==> src/rtl/core/reassembly_gap_tracker_macros.svh <==
// Assertion shorthands for the gap tracker. Each use expects clk and arst_n in scope.
`ifndef REASSEMBLY_GAP_TRACKER_MACROS_SVH
`define REASSEMBLY_GAP_TRACKER_MACROS_SVH

// The consequent must hold in the same cycle as the antecedent.
`define RGT_ASSERT_IMP(name, ante, cons, msg) \
	name: assert property (@(posedge clk) disable iff (!arst_n) (ante) |-> (cons)) \
		else $error(msg);

// The consequent must hold in the cycle after the antecedent.
`define RGT_ASSERT_NXT(name, ante, cons, msg) \
	name: assert property (@(posedge clk) disable iff (!arst_n) (ante) |=> (cons)) \
		else $error(msg);

`endif

==> src/rtl/core/rgt_pkg.sv <==
package rgt_pkg;

	// Result codes of one beat.
	typedef enum logic [1:0] {
		ST_OK         = 2'd0,
		ST_NO_ROOM    = 2'd1,
		ST_TABLE_FULL = 2'd2,
		ST_OVERFLOW   = 2'd3
	} status_t;

	// Which piece of a gap the cut unit produces: the part below or above the range.
	typedef enum logic {
		SIDE_LO,
		SIDE_HI
	} side_t;

	// Sequencer states.
	typedef enum logic [2:0] {
		S_IDLE,
		S_CHECK,
		S_READ,
		S_LO,
		S_HI,
		S_FREE,
		S_COMMIT,
		S_OUT
	} seq_state_t;

	// Configuration register indexes.
	localparam int CfgIdxW = 2;
	localparam logic [CfgIdxW-1:0] REG_EXPANDABLE     = 2'd0;
	localparam logic [CfgIdxW-1:0] REG_MAX_LENGTH     = 2'd1;
	localparam logic [CfgIdxW-1:0] REG_INITIAL_LENGTH = 2'd2;

	// Width of the offset and length fields.
	localparam int DataW = 32;

endpackage

==> src/rtl/core/reassembly_gap_tracker.sv <==
// Reassembly gap tracker. Each input beat reports a received byte range
// [write_offset, write_offset + write_length) and yields one result beat with
// a status code, the fill level, the start of the final gap, the buffer length
// and the number of interior gaps. The range is cut out of every interior gap
// by one shared cut unit that walks the gap table one entry per read, spending
// the state S_LO on the piece below the range and S_HI on the piece above it.
// The next beat is accepted while the previous result waits on out_ready. The
// table lives in two banks: the walk writes the new table into the spare bank
// and a commit swaps banks, so a failed beat leaves all state untouched.
// Writing initial_length restarts tracking with a single free gap; the user
// must make configuration writes only while the block is idle, and the block
// itself does not enforce this.
`include "reassembly_gap_tracker_macros.svh"

module reassembly_gap_tracker
	import rgt_pkg::*;
#(
	parameter int MAX_GAPS    = 16,
	parameter int OFFSET_BITS = 32
) (
	input  logic               clk,
	input  logic               arst_n,
	input  logic               cfg_write,
	input  logic [CfgIdxW-1:0] cfg_index,
	input  logic [DataW-1:0]   cfg_data,
	input  logic               in_valid,
	output logic               in_ready,
	input  logic [DataW-1:0]   write_offset,
	input  logic [DataW-1:0]   write_length,
	output logic               out_valid,
	input  logic               out_ready,
	output logic [1:0]         status,
	output logic [DataW-1:0]   filled_to,
	output logic [DataW-1:0]   final_gap_start,
	output logic [DataW-1:0]   current_length,
	output logic [4:0]         open_gaps
);

	// Stored positions never exceed the offset limit nor the 32-bit field range.
	localparam int PosW = (OFFSET_BITS < DataW) ? OFFSET_BITS : DataW;
	localparam int IdxW = (MAX_GAPS > 1) ? $clog2(MAX_GAPS) : 1;
	localparam int CntW = $clog2(MAX_GAPS + 1);
	localparam int KW   = $clog2(2 * MAX_GAPS + 2);
	localparam logic [DataW:0] OfsLimit = (OFFSET_BITS > DataW) ? {(DataW + 1){1'b1}} :
		((33'd1 << OFFSET_BITS) - 33'd1);

	// Control state.
	seq_state_t      state_q, state_d;
	logic            expandable_q;
	logic [DataW-1:0] max_len_q;
	logic [PosW-1:0] len_q, fill_q, free_q;
	logic [CntW-1:0] count_q;
	logic            bank_q;
	logic            out_valid_q;

	// Per-item working registers.
	logic [DataW-1:0] ds_q;
	logic [DataW:0]  de_q;
	logic [PosW-1:0] new_len_q, new_free_q, min_q;
	logic [IdxW-1:0] idx_q;
	logic [KW-1:0]   k_q;
	status_t         status_q;

	// Output register.
	status_t         out_status_q;
	logic [PosW-1:0] out_fill_q, out_free_q, out_len_q;
	logic [CntW-1:0] out_count_q;

	// Sequencer controls.
	logic            rd_en;
	logic [IdxW-1:0] rd_idx;
	side_t           cut_side;
	logic            use_free;
	logic            idx_last;

	// Table and cut unit wiring.
	logic [PosW-1:0] rd_lo, rd_hi;
	logic [PosW-1:0] cut_lo, cut_hi, cut_min;
	logic [PosW-1:0] piece_lo, piece_hi;
	logic            cut_hit, cut_step, wr_en;

	// Range checks made once per item.
	logic            ovf_c, beyond_c, no_room_c, table_full_c;
	logic [PosW-1:0] new_free_c, init_sat_c;
	status_t         chk_status_c;

	assign ovf_c      = de_q > OfsLimit;
	assign beyond_c   = de_q > (DataW + 1)'(len_q);
	assign no_room_c  = beyond_c && (!expandable_q || (de_q > (DataW + 1)'(max_len_q)));
	assign new_free_c = (de_q > (DataW + 1)'(free_q)) ? PosW'(de_q) : free_q;
	assign table_full_c = k_q > KW'(MAX_GAPS);
	assign init_sat_c = ((DataW + 1)'(cfg_data) > OfsLimit) ? OfsLimit[PosW-1:0] :
		PosW'(cfg_data);

	always_comb begin
		if (ovf_c) begin
			chk_status_c = ST_OVERFLOW;
		end else if (no_room_c) begin
			chk_status_c = ST_NO_ROOM;
		end else begin
			chk_status_c = ST_OK;
		end
	end

	assign idx_last = (CntW'(idx_q) + CntW'(1)) == count_q;

	// Sequencer: next state and per-state controls.
	always_comb begin
		state_d  = state_q;
		in_ready = 1'b0;
		rd_en    = 1'b0;
		rd_idx   = idx_q;
		cut_side = SIDE_LO;
		use_free = 1'b0;
		cut_step = 1'b0;
		case (state_q)
			S_IDLE: begin
				in_ready = 1'b1;
				if (in_valid) begin
					state_d = S_CHECK;
				end
			end
			S_CHECK: begin
				if (chk_status_c != ST_OK) begin
					state_d = S_OUT;
				end else if (count_q == '0) begin
					state_d = S_FREE;
				end else begin
					state_d = S_READ;
				end
			end
			S_READ: begin
				rd_en   = 1'b1;
				state_d = S_LO;
			end
			S_LO: begin
				cut_step = 1'b1;
				state_d  = S_HI;
			end
			S_HI: begin
				cut_side = SIDE_HI;
				cut_step = 1'b1;
				rd_idx   = idx_q + IdxW'(1);
				if (idx_last) begin
					state_d = S_FREE;
				end else begin
					rd_en   = 1'b1;
					state_d = S_LO;
				end
			end
			S_FREE: begin
				use_free = 1'b1;
				cut_step = 1'b1;
				state_d  = S_COMMIT;
			end
			S_COMMIT: begin
				state_d = S_OUT;
			end
			S_OUT: begin
				if (!out_valid_q || out_ready) begin
					state_d = S_IDLE;
				end
			end
			default: begin
				state_d = S_IDLE;
			end
		endcase
	end

	// Cut unit operands: a table entry, or the span from the final gap start up to the range.
	assign cut_lo = use_free ? free_q : rd_lo;
	assign cut_hi = use_free ? PosW'(ds_q) : rd_hi;

	rgt_cut #(
		.W(PosW)
	) u_cut (
		.side     (cut_side),
		.gap_lo   (cut_lo),
		.gap_hi   (cut_hi),
		.range_lo (PosW'(ds_q)),
		.range_hi (PosW'(de_q)),
		.min_in   (min_q),
		.hit      (cut_hit),
		.piece_lo (piece_lo),
		.piece_hi (piece_hi),
		.min_out  (cut_min)
	);

	// Pieces past the table depth are dropped; such an item fails at commit anyway.
	assign wr_en = cut_step && cut_hit && (k_q < KW'(MAX_GAPS));

	rgt_table #(
		.W     (PosW),
		.DEPTH (MAX_GAPS),
		.IdxW  (IdxW)
	) u_table (
		.clk     (clk),
		.rd_en   (rd_en),
		.rd_bank (bank_q),
		.rd_idx  (rd_idx),
		.rd_lo   (rd_lo),
		.rd_hi   (rd_hi),
		.wr_en   (wr_en),
		.wr_bank (!bank_q),
		.wr_idx  (k_q[IdxW-1:0]),
		.wr_lo   (piece_lo),
		.wr_hi   (piece_hi)
	);

	// State register.
	always_ff @(posedge clk or negedge arst_n) begin
		if (!arst_n) begin
			state_q <= S_IDLE;
		end else begin
			state_q <= state_d;
		end
	end

	// Tracking state, configuration and commit.
	always_ff @(posedge clk or negedge arst_n) begin
		if (!arst_n) begin
			expandable_q <= 1'b0;
			max_len_q    <= '1;
			len_q        <= '0;
			fill_q       <= '0;
			free_q       <= '0;
			count_q      <= '0;
			bank_q       <= 1'b0;
		end else begin
			if (cfg_write) begin
				case (cfg_index)
					REG_EXPANDABLE: begin
						expandable_q <= cfg_data[0];
					end
					REG_MAX_LENGTH: begin
						max_len_q <= cfg_data;
					end
					REG_INITIAL_LENGTH: begin
						len_q   <= init_sat_c;
						fill_q  <= '0;
						free_q  <= '0;
						count_q <= '0;
					end
					default: begin
					end
				endcase
			end
			if ((state_q == S_COMMIT) && !table_full_c) begin
				bank_q  <= !bank_q;
				count_q <= CntW'(k_q);
				len_q   <= new_len_q;
				free_q  <= new_free_q;
				fill_q  <= min_q;
			end
		end
	end

	// Per-item working registers.
	always_ff @(posedge clk) begin
		if (in_valid && in_ready) begin
			ds_q <= write_offset;
			de_q <= (DataW + 1)'(write_offset) + (DataW + 1)'(write_length);
		end
		case (state_q)
			S_CHECK: begin
				status_q   <= chk_status_c;
				new_len_q  <= beyond_c ? PosW'(de_q) : len_q;
				new_free_q <= new_free_c;
				min_q      <= new_free_c;
				idx_q      <= '0;
				k_q        <= '0;
			end
			S_LO, S_FREE: begin
				if (cut_hit) begin
					k_q <= k_q + KW'(1);
				end
				min_q <= cut_min;
			end
			S_HI: begin
				if (cut_hit) begin
					k_q <= k_q + KW'(1);
				end
				min_q <= cut_min;
				idx_q <= idx_q + IdxW'(1);
			end
			S_COMMIT: begin
				if (table_full_c) begin
					status_q <= ST_TABLE_FULL;
				end
			end
			default: begin
			end
		endcase
	end

	// Output register valid flag.
	always_ff @(posedge clk or negedge arst_n) begin
		if (!arst_n) begin
			out_valid_q <= 1'b0;
		end else if ((state_q == S_OUT) && (!out_valid_q || out_ready)) begin
			out_valid_q <= 1'b1;
		end else if (out_ready) begin
			out_valid_q <= 1'b0;
		end
	end

	// Output register payload, loaded from the committed state.
	always_ff @(posedge clk) begin
		if ((state_q == S_OUT) && (!out_valid_q || out_ready)) begin
			out_status_q <= status_q;
			out_fill_q   <= fill_q;
			out_free_q   <= free_q;
			out_len_q    <= len_q;
			out_count_q  <= count_q;
		end
	end

	assign out_valid       = out_valid_q;
	assign status          = out_status_q;
	assign filled_to       = DataW'(out_fill_q);
	assign final_gap_start = DataW'(out_free_q);
	assign current_length  = DataW'(out_len_q);
	assign open_gaps       = 5'(out_count_q);

	// Checks on the tracking logic.
	`RGT_ASSERT_IMP(a_count_bound, 1'b1, count_q <= CntW'(MAX_GAPS), "gap count above table depth")
	`RGT_ASSERT_IMP(a_fill_order, out_valid && (status == ST_OK), filled_to <= final_gap_start, "fill level beyond final gap start")
	`RGT_ASSERT_NXT(a_full_keeps, (state_q == S_COMMIT) && table_full_c, $stable(bank_q) && $stable(count_q), "failed item changed the gap table")

endmodule

==> src/rtl/core/rgt_cut.sv <==
module rgt_cut
	import rgt_pkg::*;
#(
	parameter int W = 32
) (
	input  side_t          side,
	input  logic [W-1:0]   gap_lo,
	input  logic [W-1:0]   gap_hi,
	input  logic [W-1:0]   range_lo,
	input  logic [W-1:0]   range_hi,
	input  logic [W-1:0]   min_in,
	output logic           hit,
	output logic [W-1:0]   piece_lo,
	output logic [W-1:0]   piece_hi,
	output logic [W-1:0]   min_out
);

	logic [W-1:0] hit_a, hit_b, sel_a, sel_b;
	logic         sel_lt;

	// Operand steering: the low side keeps [gap_lo, min(gap_hi, range_lo)),
	// the high side keeps [max(gap_lo, range_hi), gap_hi).
	always_comb begin
		if (side == SIDE_HI) begin
			hit_a = range_hi;
			hit_b = gap_hi;
			sel_a = range_hi;
			sel_b = gap_lo;
		end else begin
			hit_a = gap_lo;
			hit_b = range_lo;
			sel_a = gap_hi;
			sel_b = range_lo;
		end
	end

	assign hit    = hit_a < hit_b;
	assign sel_lt = sel_a < sel_b;

	// Piece bounds from the selection compare.
	always_comb begin
		if (side == SIDE_HI) begin
			piece_lo = sel_lt ? gap_lo : range_hi;
			piece_hi = gap_hi;
		end else begin
			piece_lo = gap_lo;
			piece_hi = sel_lt ? gap_hi : range_lo;
		end
	end

	// Running minimum of the piece starts, which becomes the fill level.
	assign min_out = (hit && (piece_lo < min_in)) ? piece_lo : min_in;

endmodule

==> src/rtl/core/rgt_table.sv <==
module rgt_table
	import rgt_pkg::*;
#(
	parameter int W     = 32,
	parameter int DEPTH = 16,
	parameter int IdxW  = 4
) (
	input  logic            clk,
	input  logic            rd_en,
	input  logic            rd_bank,
	input  logic [IdxW-1:0] rd_idx,
	output logic [W-1:0]    rd_lo,
	output logic [W-1:0]    rd_hi,
	input  logic            wr_en,
	input  logic            wr_bank,
	input  logic [IdxW-1:0] wr_idx,
	input  logic [W-1:0]    wr_lo,
	input  logic [W-1:0]    wr_hi
);

	// Two banks of gap bounds: one holds the live table, the other takes the rebuilt one.
	logic [W-1:0] lo_mem [2][DEPTH];
	logic [W-1:0] hi_mem [2][DEPTH];

	// Write port.
	always_ff @(posedge clk) begin
		if (wr_en) begin
			lo_mem[wr_bank][wr_idx] <= wr_lo;
			hi_mem[wr_bank][wr_idx] <= wr_hi;
		end
	end

	// Registered read port.
	always_ff @(posedge clk) begin
		if (rd_en) begin
			rd_lo <= lo_mem[rd_bank][rd_idx];
			rd_hi <= hi_mem[rd_bank][rd_idx];
		end
	end

endmodule
==> config.mk <==
export PLATFORM = sky130hd
export DESIGN_NAME = reassembly_gap_tracker
export DESIGN_NICKNAME = d
export VERILOG_FILES = /design/src/rtl/core/rgt_pkg.sv /design/src/rtl/core/reassembly_gap_tracker.sv /design/src/rtl/core/rgt_cut.sv /design/src/rtl/core/rgt_table.sv
export VERILOG_INCLUDE_DIRS = /design/src /design/src/rtl/core
export SDC_FILE = /design/constraint.sdc
export NUM_CORES = 2
export LEC_CHECK = 0
export ABC_AREA = 1
export BUFFER_PORTS_ARGS = -buffer_cell sky130_fd_sc_hd__buf_2
export CAP_MARGIN = 20
export CORE_AREA = 10 10 442 444
export DETAILED_ROUTE_END_ITERATION = 10
export DIE_AREA = 0 0 452 454
export PLACE_DENSITY_LB_ADDON = 0.05
export SYNTH_ARGS = -nofsm -noshare
export SYNTH_HDL_FRONTEND = slang
export SYNTH_SLANG_ARGS = --single-unit
==> constraint.sdc <==
create_clock -name clk -period 7.5 [get_ports clk]
set_input_delay 0.75 -clock clk [delete_from_list [all_inputs] [get_ports clk]]
set_output_delay 0.75 -clock clk [all_outputs]
set_load 0.01 [all_outputs]
-- Word-level counts from Yosys, hierarchy flattened
Memories as Yosys holds them, arrays and structs flattened.
Index checks and enable logic that the tools add are counted.
- $add $sub $neg: 4
- magnitude comparators: 12
- eq/ne operators: 15
- muxes and demuxes: 56
- bitwise logic cells: 2
- reductions and logical operators: 32
- operator list (operator ; number):
    $mux 32 ; 25
    $mux 512 ; 1
    $bmux 32 s4 ; 2
    $demux 32 s4 ; 1
    $gt 33x32->1 ; 3
    $lt 32x32->1 ; 3
    $pmux 32 s2 ; 1
    $add 32x32->33 ; 1
    $gt 33x32->1 const B ; 1
    $pmux 3 s8 ; 1
    $mux 3 ; 5
    $mux 5 ; 3
    $reduce_and 2->1 ; 7
    $reduce_bool 2->1 ; 7
    $eq 3x3->1 const B ; 4
    $pmux 6 s2 ; 1
    $ge 5x5->1 const B ; 2
    $not 4->5 ; 2
    $mux 1 ; 9
    $logic_and 1x1->1 ; 8
    $pmux 4 s2 ; 1
    $add 6x1->6 const B ; 1
    $eq 3x2->1 const B ; 2
    $gt 6x5->1 const B ; 1
    21 further kinds ; 29
- register bits after elaboration: 479
- RAM bits: 2048
- input port bits: 103
- output and inout bits: 105
- memories kept: 2
- memories (memory ; depth ; bits a word ; read ports ; clocked after memory_dff ; wr ports ; RTL line ; RTL):
    u_table.hi_mem ; 2 ; 512 ; 1 ; 0 ; 1 ; rgt_table.sv:23 ; logic [W-1:0] hi_mem [2][DEPTH];
    u_table.lo_mem ; 2 ; 512 ; 1 ; 0 ; 1 ; rgt_table.sv:22 ; logic [W-1:0] lo_mem [2][DEPTH];

-- Depth between registers and ports, before layout
- word-level depth: 11
- depth in mapped cells: 36

-- Cells and area by module
From an unflattened synthesis, not the netlist that was laid out.
- cell total of the unflattened synthesis: 9759
- area, all modules: 109277.3 um2
- by module, submodules not included (module ; times used ; cells an instance ; area an instance (um2) ; sequential area each (um2)):
    rgt_table ; 1 ; 6761 ; 83810.4 ; 63420.8
    reassembly_gap_tracker ; 1 ; 2171 ; 20941.3 ; 11806.3
    rgt_cut ; 1 ; 827 ; 4525.6 ; 0.0

-- Least setup slack after synthesis
No wires, ideal clock.
- path type: register to register
- start point: register state_q[0]
- end point: memory u_table.hi_mem[0][288] in the netlist's numbering, enable pin
- setup time: 0.565 ns
- arrival: 7.520 ns
- path slack: -0.585 ns
- stages on the path, launching flop included: 20
- cells stage by stage: dfrtp_1 > buf_6 > nand3_2 > clkbuf_1 > inv_1 > clkbuf_1 > or2_2 > o21ai_0 > o21ai_0 > inv_1 > ha_1 > a21oi_1 > nor2_1 > a211oi_1 > nor3_1 > a2111oi_0 > o2111ai_2 > nor3_2 > nand2_1 > nor3_1
- cells in the longest elaborated chain, start to end: 9
- elaborated cells between the ends (all ways): 16
- ends and longest elaborated chain (item ; RTL line ; RTL):
    start, declared ; reassembly_gap_tracker.sv:48 ; seq_state_t state_q, state_d;
    start signal, assigned ; reassembly_gap_tracker.sv:215 ; state_q <= state_d;
    $eq 3x3->1 ; reassembly_gap_tracker.sv:116 ; case (state_q)
    $mux 1 ; reassembly_gap_tracker.sv:116 ;
    $mux 32 (on tied branches) ; reassembly_gap_tracker.sv:171, reassembly_gap_tracker.sv:172 ;
    $mux 32 ; rgt_cut.sv:24 ; if (side == SIDE_HI) begin
    $lt 32x32->1 ; rgt_cut.sv:37 ; assign hit = hit_a < hit_b;
    $logic_and 1x1->1 (*) (2 in series) ; reassembly_gap_tracker.sv:190 ; assign wr_en = cut_step && cut_hit && (k_q < KW'(MAX_GAPS));
    $mux 1 (*) ; rgt_table.sv:27 ; if (wr_en) begin
    $mux 512 (not written as such) (*) ; rgt_table.sv:29 ; hi_mem[wr_bank][wr_idx] <= wr_hi;
    end, declared ; rgt_table.sv:23 ;
Every way passes the cells marked *; elsewhere a longest branch is shown, timed or not.

-- Worst setup path in the final report
- start point: register state_q[2]
- end point: register min_q[7], enable pin
- cells in the longest elaborated chain, start to end: 11
- elaborated cells between the ends (all ways): 22
- ends and longest elaborated chain (item ; RTL line ; RTL):
    $eq 3x3->1 ; reassembly_gap_tracker.sv:116, reassembly_gap_tracker.sv:264 ;
    $mux 1 ; reassembly_gap_tracker.sv:116 ;
    $mux 32 (on tied branches) ; reassembly_gap_tracker.sv:172, reassembly_gap_tracker.sv:171 ;
    $mux 32 ; rgt_cut.sv:24 ;
    $lt 32x32->1 ; rgt_cut.sv:38 ; assign sel_lt = sel_a < sel_b;
    $mux 32 ; rgt_cut.sv:43 ; piece_lo = sel_lt ? gap_lo : range_hi;
    $mux 32 ; rgt_cut.sv:42 ; if (side == SIDE_HI) begin
    $lt 32x32->1 ; rgt_cut.sv:52 ; assign min_out = (hit && (piece_lo < min_in)) ? piece_lo : min_in;
    $logic_and 1x1->1 ; rgt_cut.sv:52 ;
    $ne 2x1->1 (no source line) ; - ;
    $reduce_and 2->1 (no source line) (*) ; - ;
    end signal, assigned ; reassembly_gap_tracker.sv:269 ; min_q <= new_free_c;
    end signal, assigned ; reassembly_gap_tracker.sv:277 ; min_q <= cut_min;
    end signal, assigned ; reassembly_gap_tracker.sv:283 ; min_q <= cut_min;
    end, declared ; reassembly_gap_tracker.sv:59 ; logic [PosW-1:0] new_len_q, new_free_q, min_q;
Marked as above.
A chain may end at the register's enable or synchronous reset.

==> results.cfg <==
[run_status]
result_of_the_run = finished, final reports clean

[synth]
synth_area_in_compound_gates_pct = 10.7
ffs_w_async_s_r_synth_pct = 5.50
yosysWarnings = 0
synth_top_family_by_area = simple AND/OR/NAND/NOR gates
number_of_flip_flops_and_latches_in_the_synthesized_netlist = 2527
synth_seq_area_share_pct = 71.2
synth_top_cell_by_area = sky130_fd_sc_hd__edfxtp_1
post_synth_xor_area_fraction_pct = 0.290
synth_mux_area_share_pct = 0
post_synth_most_frequent_cells = sky130_fd_sc_hd__edfxtp_1 (2388), sky130_fd_sc_hd__nand2_1 (1113), sky130_fd_sc_hd__o21ai_0 (931)
synth_cell_type_count = 60
synth_fa_ha_area_share_pct = 2.70
ys.flop_type = sky130_fd_sc_hd__edfxtp_1
syn-cell-area_um2 = 106000
net_count_of_the_mapped_netlist = 8851
yosysTopAreaCellShare_pct = 67.9
synthTopCellsByArea = sky130_fd_sc_hd__edfxtp_1 (68%), sky130_fd_sc_hd__o21ai_0 (4.4%), sky130_fd_sc_hd__nand2_1 (4.0%)
postSynthAreaPerCell_um2 = 12.4
synth_simple_gate_area_share_pct = 11.7
netlist_instances = 8521
synth-edff-count = 2388
synthMostInstantiatedCell = sky130_fd_sc_hd__edfxtp_1

[cts]
post_cts.repair.setup_buffers = 0
insertion_delay_ps = 950
clkSlewWorstSetupHoldPaths_ps = 60
cts-root-buf = sky130_fd_sc_hd__clkbuf_16
clockBufferDepth = 4
clock_sinks = 2527
cts_made_buffers = 276
cts_htree_levels = 5
cts_hold_buf = 3
tritoncts = yes
post_cts_resized = 0

[floorplan]
row_count = 159
ioPinCount = 208
area_enclosed_by_the_die_boundary_um2 = 205000
die_w_um = 452
chipHeight_um = 454
initial_core_utilization_pct = 56.6
core-area_um2 = 187000

[route]
postRouteAntennaNets = 0
routed_wl_um = 332000
vias_per_cell = 6.38
post-route-drc-count = 0
dr.pass1.iters = 6
num_vias = 72500
drt-wirelength-per-cell_um = 29.2
drt_iter0_drc = 10100

[worst_setup_path]
arrival_ps = 7370
cp_max_fo = 34
timing.critical_path.from_type = flip-flop
critical_path_capture_point_type = flip-flop
worst_ep_required_time_ps = 8040
timing.setup.critical_path_class = flip-flop to flip-flop

[cells_and_area]
post_route_cells_drive_above_1_share_pct = 10.8
syn2layout_area_growth_pct = 12.6
final_cell_count_no_fill = 11400
layout.cell_area.non_filler_um2 = 119000
total_nets_final = 9007
largestRegisters = u_table.hi_mem x1024, u_table.lo_mem x1024, de_q x33

[global_routing]
global_route.overflow_total = 0
wire_length_of_the_first_global_routing_pass_um = 479000
grtUsageTotal_pct = 31.6
vias_in_the_first_global_route = 67800
antenna_found_initial = 19
maximum_number_of_pins_on_one_net_before_global_route_repair = 228

[timing]
grt_setup_unrepaired = no
setup_violations = 0
timing.final.hold_violations = 0
final_max_slew_viol_count = 0
timing.final.ws_setup_ps = 673
final_min_period_over_clock_period_pct = 91.0
final.setup_skew_ps = 69.7
fmax_ghz = 0.146
final.min_clock_period_ps = 6830
final.hold.worst_slack_ps = 55.7
max-slew-margin-rel_pct = 13.2
timing_worst_slew_pin_value_ps = 1300

[place]
hpwlAfterDp_um = 191000
gp_congestion = 0.885
dpl.cell_count = 10900
worst_case_setup_slack_after_placement_ps = 722
placed_inst_area_um2 = 111000
place.port_buffers = 207

[power]
cellPowerDensity_nw_per_um2 = 500
vdd_ir_drop_max_mv = 0.493
power.leakage_nw = 41.7

[worst_hold_path]
hold_path_class = primary input to flip-flop

[run]
max_cap_viol_count = 0
cells by family after synthesis:
logic type      Yosys count
flops                  2527
xor+xnor                 35
compound gates         1889
buf+inv                 912
fa+ha+maj               227
simple gates           2931
cell usage in the layout (no fill, tap or decap), types with 27 or more instances in the layout:
cell type                   instances
sky130_fd_sc_hd__o221ai_1         354
sky130_fd_sc_hd__nand2_1         1109
sky130_fd_sc_hd__nor2_4            27
sky130_fd_sc_hd__o211ai_1          36
sky130_fd_sc_hd__edfxtp_1        2388
sky130_fd_sc_hd__inv_1            356
sky130_fd_sc_hd__a32oi_1           28
sky130_fd_sc_hd__nand3_1          826
sky130_fd_sc_hd__a21oi_1          200
sky130_fd_sc_hd__buf_2            206
sky130_fd_sc_hd__clkinv_2          36
sky130_fd_sc_hd__dfrtp_1          106
sky130_fd_sc_hd__clkbuf_1          60
sky130_fd_sc_hd__nor2_1           846
sky130_fd_sc_hd__a31oi_1           38
sky130_fd_sc_hd__ha_1             226
sky130_fd_sc_hd__a21boi_0          34
sky130_fd_sc_hd__dfstp_2           32
sky130_fd_sc_hd__buf_12            61
sky130_fd_sc_hd__clkinv_1          50
sky130_fd_sc_hd__clkbuf_16        283
sky130_fd_sc_hd__buf_4            155
sky130_fd_sc_hd__o21ai_1          144
sky130_fd_sc_hd__o21ai_0          914
sky130_fd_sc_hd__o21ai_2           45
final cells by class:
type | instances | area [um^2]
clock inverters | 113 | 940
flip-flops and latches | 2527 | 75200
clock buffers | 346 | 7350
well taps | 2495 | 3120
repair buffers | 427 | 3460
multi-input cells | 5082 | 27500
fillers | 14200 | 67600
diodes | 4 | 10.0
inverters | 363 | 1400
metrics by stage:
step                      util [%]  total power, mW  TNS, ps
after floorplan                  -             36.2  -299330
after global placement        59.3             46.1        0
after detailed placement      59.3             46.4        0
after CTS                     63.7             59.1        0
after global routing          63.8             62.2        0
final                         63.8             59.5        0
layer usage:
metal  global-route usage (%)  routed length, um  vias up  share of wire (%)
li1                         -                  -    31700                  -
met1                     46.0             136000    36200                 41
met2                     48.2             150000     4017                 45
met3                     5.90              33800      569                 10
met4                     11.0              12100        8                3.6
met5                        0                 50        -              0.015
power breakdown:
part	internal [mW]	switching (mW)	total [mW]	leakage, nW
clock	7.44	5.32	12.8	4.06
combinational	5.73	18.8	24.5	14.3
sequential	21.5	0.716	22.2	23.3
critical path, stage by stage (launching register included):
cell and delay [ps]:
sky130_fd_sc_hd__dfrtp_1 600, sky130_fd_sc_hd__nand3_4 290, sky130_fd_sc_hd__inv_1 620, sky130_fd_sc_hd__or2_2 220, sky130_fd_sc_hd__o21ai_0 190, sky130_fd_sc_hd__a21boi_0 250, sky130_fd_sc_hd__ha_1 290, sky130_fd_sc_hd__nand2_1 100
sky130_fd_sc_hd__inv_1 40, sky130_fd_sc_hd__nand4_1 160, sky130_fd_sc_hd__a21oi_1 100, sky130_fd_sc_hd__a211oi_1 480, sky130_fd_sc_hd__nand2_2 180, sky130_fd_sc_hd__nand2_2 630, sky130_fd_sc_hd__nand2_1 140, sky130_fd_sc_hd__o21ai_2 90
sky130_fd_sc_hd__buf_4 390, sky130_fd_sc_hd__ha_1 330, sky130_fd_sc_hd__nand2_1 100, sky130_fd_sc_hd__nor2_1 60, sky130_fd_sc_hd__a211oi_1 180, sky130_fd_sc_hd__nand2_1 130, sky130_fd_sc_hd__nand2_1 80, sky130_fd_sc_hd__nand2_1 130
sky130_fd_sc_hd__nand2_1 90, sky130_fd_sc_hd__nand2_1 50, sky130_fd_sc_hd__nand2_1 70, sky130_fd_sc_hd__buf_4 420
final timing paths:
kind / from / slack, ps / to / cells past startpoint
max: state_q[2] / 670 / min_q[7] / 27
min: cfg_data[11] / 60 / max_len_q[11] / 3
max reg2reg: state_q[2] / 670 / min_q[7] / 27
min reg2reg: status_q[1] / 420 / status[1] / 0
max in group asynchronous: arst_n / 5600 / free_q[4] / 3
min in group asynchronous: arst_n / 450 / fill_q[15] / 2
Note: power is estimated with default switching activity, not from simulation.
